[src/design/assert_macros.svh]
// Assertion macros shared by the design files.
`ifndef ASSERT_MACROS_SVH
`define ASSERT_MACROS_SVH

// Checks that the property holds on every clock edge while not in reset.
`define CHECK_PROP(label, clk, rst, prop, msg) \
   label: assert property (@(posedge clk) disable iff (rst) (prop)) else $error(msg);

// Checks the property at every clock edge, reset cycles included.
`define CHECK_ALWAYS(label, clk, prop, msg) \
   label: assert property (@(posedge clk) (prop)) else $error(msg);

`endif

[src/design/lbe_pkg.sv]
// ----------------------------------------------------------------------------
// lbe_pkg
// Shared types and constants for the linear branch entropy profiler.
// ----------------------------------------------------------------------------
package lbe_pkg;
   localparam int ADDR_BITS_DEF  = 8;
   localparam int HIST_BITS_DEF  = 4;
   localparam int COUNT_BITS_DEF = 32;
   localparam int SUM_BITS       = 48;
   localparam int Q_BITS         = 17;
   localparam int ADDR_W         = 64;
   localparam int QUEUE_DEPTH    = 4;
   localparam int QUEUE_PTR_BITS = 2;

   localparam logic KIND_BRANCH = 1'b0;
   localparam logic KIND_REPORT = 1'b1;

   typedef struct packed {
      logic report;
      logic taken;
      logic [15:0] addr;
   } cmd_type;
endpackage

[src/design/lbe_queue.sv]
// ----------------------------------------------------------------------------
// lbe_queue
// Short command queue between the front end and the table engine.
// ----------------------------------------------------------------------------
`include "assert_macros.svh"
module lbe_queue
   import lbe_pkg::*;
(
   input  logic    clock,
   input  logic    reset,
   input  logic    push,
   input  cmd_type push_cmd,
   output logic    full,
   input  logic    pop,
   output cmd_type head_cmd,
   output logic    not_empty
);
   cmd_type                 slot_ff [QUEUE_DEPTH];
   logic [QUEUE_PTR_BITS-1:0] wp_ff, wp_in, rp_ff, rp_in;
   logic [QUEUE_PTR_BITS:0]   cnt_ff, cnt_in;

   assign full      = (cnt_ff == (QUEUE_PTR_BITS+1)'(QUEUE_DEPTH));
   assign not_empty = (cnt_ff != '0);
   assign head_cmd  = slot_ff[rp_ff];

   always_comb begin
      wp_in  = push ? wp_ff + 1'b1 : wp_ff;
      rp_in  = pop ? rp_ff + 1'b1 : rp_ff;
      cnt_in = cnt_ff + (QUEUE_PTR_BITS+1)'(push) - (QUEUE_PTR_BITS+1)'(pop);
   end

   always_ff @(posedge clock) begin
      if (reset) begin
         wp_ff  <= '0;
         rp_ff  <= '0;
         cnt_ff <= '0;
      end else begin
         wp_ff  <= wp_in;
         rp_ff  <= rp_in;
         cnt_ff <= cnt_in;
      end
      if (push) begin
         slot_ff[wp_ff] <= push_cmd;
      end
   end

   `CHECK_PROP(a_no_overflow, clock, reset, !(push && full), "push into full queue")
   `CHECK_PROP(a_no_underflow, clock, reset, !(pop && !not_empty), "pop from empty queue")
   `CHECK_PROP(a_cnt_range, clock, reset, cnt_ff <= (QUEUE_PTR_BITS+1)'(QUEUE_DEPTH),
      "queue count out of range")
endmodule

[config.mk]
export PLATFORM = sky130hd
export DESIGN_NAME = lbe_queue
export DESIGN_NICKNAME = d
export VERILOG_FILES = /design/src/design/lbe_pkg.sv /design/src/design/lbe_queue.sv
export VERILOG_INCLUDE_DIRS = /design/src /design/src/design
export SDC_FILE = /design/constraint.sdc
export NUM_CORES = 1
export LEC_CHECK = 0
export BUFFER_PORTS_ARGS = -buffer_cell sky130_fd_sc_hd__buf_2
export CORE_ASPECT_RATIO = 1.2
export CORE_MARGIN = 1
export CORE_UTILIZATION = 29
export CTS_CLUSTER_DIAMETER = 100
export DETAILED_ROUTE_END_ITERATION = 8
export PLACE_DENSITY = 0.47
export SYNTH_ARGS = -nofsm -noshare
export SYNTH_HDL_FRONTEND = slang
export SYNTH_SLANG_ARGS = --single-unit
[constraint.sdc]
create_clock -name clock -period 2.5 [get_ports clock]
set_input_delay 0.625 -clock clock [delete_from_list [all_inputs] [get_ports clock]]
set_output_delay 0.625 -clock clock [all_outputs]
set_load 0.05 [all_outputs]
=== Yosys cells after proc, flatten, opt, wreduce, memory -nomap -nowiden ===
Memories as Yosys holds them, arrays and structs flattened. A register that Yosys moved wholly into a read port is not among the register bits.
Index checks and enable logic that the tools add are counted.

* Word-level logic and storage cells: 14
* Memory bits (writable): 72
* Memories kept: 1
* Register bits: 7
* Output and inout port bits: 20

{| class="wikitable"
|+ Memories
! memory !! words !! bits a word !! read ports !! clocked after memory_dff !! write ports !! line !! source
|-
| slot_ff || 4 || 18 || 1 || 1 || 1 || lbe_queue.sv:18 || <nowiki>cmd_type slot_ff [QUEUE_DEPTH];</nowiki>
|}

* Equal/unequal tests: 1
* Add/sub/neg operators: 4
* Reductions and logical operators: 1
* Mux-type cells: 4

{| class="wikitable"
|+ Operators by type and width
! operator !! count
|-
| 2-bit by 1-bit adder with 2-bit output (second input constant) || 2
|-
| 2-bit 2-to-1 mux || 2
|-
| 3-bit by 1-bit adder with 3-bit output || 1
|-
| 3-bit == test (second input constant) || 1
|-
| 3-bit nonzero test || 1
|-
| 3-bit by 1-bit subtractor with 3-bit output || 1
|-
| 1-bit 2-to-1 mux || 2
|}

=== Logic depth before layout (Yosys ltp) ===
* Depth in word-level cells: 3
* Mapped depth: 7

=== Worst setup path before layout ===
OpenSTA, ideal clock, no wires.

* Path type: input-to-reg
* From: in pop
* To: reg cnt_ff[2]
* Arrival: 1.829 ns
* Buffers on the path: 0
* Path slack: 0.561 ns
* Library setup time: 0.110 ns
* Stages: 6
* Data required time: 2.390 ns
* Cell sequence: ha_1 -> inv_1 -> ha_1 -> fa_1 -> xor3_1 -> nor2_1

* Longest elaborated chain between the ends: 1

{| class="wikitable"
|+ RTL lines
! item !! line !! source
|-
| start, declared || lbe_queue.sv:14 || <nowiki>input logic pop,</nowiki>
|-
| 3-bit by 1-bit subtractor with 3-bit output || lbe_queue.sv:29 || <nowiki>cnt_in = cnt_ff + (QUEUE_PTR_BITS+1)'(push) - (QUEUE_PTR_BITS+1)'(pop);</nowiki>
|-
| end signal, assigned || lbe_queue.sv:40 || <nowiki>cnt_ff <= cnt_in;</nowiki>
|-
| end, declared || lbe_queue.sv:20 || <nowiki>logic [QUEUE_PTR_BITS:0] cnt_ff, cnt_in;</nowiki>
|}

No other way between the ends.
A chain may end at the register's enable or synchronous reset.

==> run metrics <==
GRT busiest layer=met2; status=complete, no violations; Final setup viols=0; Slew @ Worst Pin=0.443 ns; Synth Area in Adders=3.09%; cell depth of the worst hold path=1; highest-count cells in the layout ignoring fill and taps=72 x edfxtp_1, 41 x buf_2, 10 x mux4_2; Post-Synth XOR/XNOR Area=1.34%; fin crit share=94.5%; CTS Hold Bufs=0; Clk Latency, worst-skew pair=0.32 ns; Crit Path Class=reg -> out; Residual DRC=0; placed insts=307; HP Class=in -> reg; first-pass GRT wire length=8070 um; syn nets=165; Pwr Density=933 mW/mm^2; CP Capture Type=output pin; drt wl/cell=16.0 um; final WL=5180 um; fillers=939; post_cts resized=0; Root Driver=clkbuf_16; sequential area share after synthesis=76.1%; clk_skew=0.00297 ns; post-synthesis register bit count=81; GRT Resource Usage Total=10.6%; CTS tree=built; Peak Freq=0.423 GHz; Yosys top cell area share=70.2%; post-route ant nets=0; number of buffers created by CTS=9; largest net degree at the start of global routing=19; worst path required time=1.88 ns; P_leak=1.36 nW; Starting Density=30.3%; Syn-to-layout area delta=23.9%; Post-Syn Instances=136; I/O pin cnt=42; met2 Resource Use GR=18.3%; clk sink count=81; clock-pin slew on the worst setup and hold paths=0.06 ns; compound-gate portion of the synthesized area=0.488%; Detail Placement HPWL=3580 um; Worst Min Path Start=push_cmd[8]; antenna violations before repair=0; port buffer count=41; slew margin rel.=70.5%; Vias=1450; Die X-Extent=96.1 um; max cap viols=0; number of setup buffers added after CTS=0; Synth Area in Simple Gates=2.48%; synthesized area per cell=22.6 um^2; Hold Crit Endpoint=slot_ff[2][8]; routability cong.=0.657; clock tree buffer depth=2; Final Hold Vio Count=0; share of cells above drive strength 1=38.1%; num rows=40; mux cell area share after synthesis=14.5%; Final nets=221; critical path fanouts, max=18; die area=0.0110 mm^2; n_diodes=0; Die H=115 um; Cell Count, Final, Fillers Out=323; Synth area leader=edfxtp_1; R2R Setup Slk=0.73 ns; gr ovfl total=0; unrepaired setup endpoints after global routing=false; starting DRC count in detailed routing=86; worst endpoint data arrival time=1.74 ns; CTS H-Tree Depth=3; Max IR drop VDD=0.000510 V; fin crit period=2.36 ns; DR pass1 iterations=4; vias in the first global route=1629; largest cells by area after synthesis=edfxtp_1 70%, mux4_2 7.3%, mux4_1 6.8%; post-DR vias/cell=4.49; largest family of logic cells by synthesized area=multiplexers; setup_tns=0 ns; r2r worst-path depth=7; Max Transition Viols Final=0; Yosys warning count=0; core area=0.0102 mm^2; Post-Syn Area=0.00308 mm^2; GRT met3 Usage=3.37%; Critical R2R Capture=cnt_ff[2]; worst r2r src=cnt_ff[0]; startpoint types=flip-flop; commonest non-fill, non-tap cell in the layout=edfxtp_1; Yosys cell types=21; GR Layer Usage met1=11.0%
==> layout make-up <==
| class | instances | area (um^2) | share of cell area [%] |
|---|---|---|---|
| Clock buffer | 9 | 225 | 5.90 |
| Clock inverter | 7 | 118 | 3.08 |
| Inverter | 6 | 22.5 | 0.590 |
| Multi-Input combinational cell | 45 | 673 | 17.6 |
| Sequential cell | 81 | 2340 | 61.4 |
| Tap cell | 126 | 158 | 4.13 |
| Timing Repair Buffer | 49 | 278 | 7.28 |
==> through the flow <==
stage	utilization (%)	area, um^2	total power, mW	hold WS, ns	setup slack (ns)
floorplan	-	3080	2.00	0.492	0.561
global placement	34.2	3470	2.12	0.525	0.394
detailed placement	34.2	3470	2.14	0.548	0.335
CTS	37.6	3820	3.61	0.505	0.110
global route	37.6	3820	3.69	0.503	0.0796
finish	37.6	3820	3.56	0.515	0.138
==> worst max-delay path, stage by stage (launching register included) <==
cell and delay [ns]:
dfxtp_1 0.35, buf_12 0.20, mux4_1 0.62, buf_2 0.24
==> how the worst max path moves through the flow <==
stage	from	end	slack, ns	cells after the start
after global routing	flip-flop	head_cmd[16]	0.08	3
final	flip-flop	head_cmd[16]	0.14	3
after detailed placement	pop	cnt_ff[2]	0.34	7
after floorplan	pop	cnt_ff[2]	0.56	6
after CTS	flip-flop	head_cmd[16]	0.11	3
after global placement	pop	cnt_ff[2]	0.39	7
==> registers in the layout, summed over array words and instances, names as in the netlist, named ones only <==
name and flops:
slot_ff 72, cnt_ff 3, rp_ff 2, wp_ff 2
==> cells in the mapped netlist (all sizes together) <==
cell,count
and3,1
buf,4
mux2i,1
and2,4
or3,1
edfxtp,72
nand3b,1
nor2b,2
xor3,1
xnor2,2
a21oi,1
ha,6
mux4,18
inv,6
fa,1
dfxtp,9
a21bo,1
nor2,5
==> routing by layer <==
metal / vias up / wire, um / share of wire (%)
met4: 0 / 121 / 2.3
met5: - / 0 / 0
met2: 36 / 2750 / 53
met3: 10 / 265 / 5.1
li1: 667 / - / -
met1: 737 / 2040 / 39
==> report_power, final <==
| part | total, mW | switching, mW | leakage (nW) | internal [mW] |
|---|---|---|---|---|
| logic | 0.520 | 0.339 | 0.468 | 0.181 |
| clock network | 1.46 | 0.485 | 0.160 | 0.974 |
| registers | 1.58 | 0.0275 | 0.736 | 1.55 |
==> logic make-up after synthesis <==
logic type      after synthesis
compound gates                2
xor+xnor                      3
fa+ha+maj                     7
buf+inv                      10
flops                        81
mux                          19
simple gates                 14
Note: power is estimated with default switching activity, not from simulation.
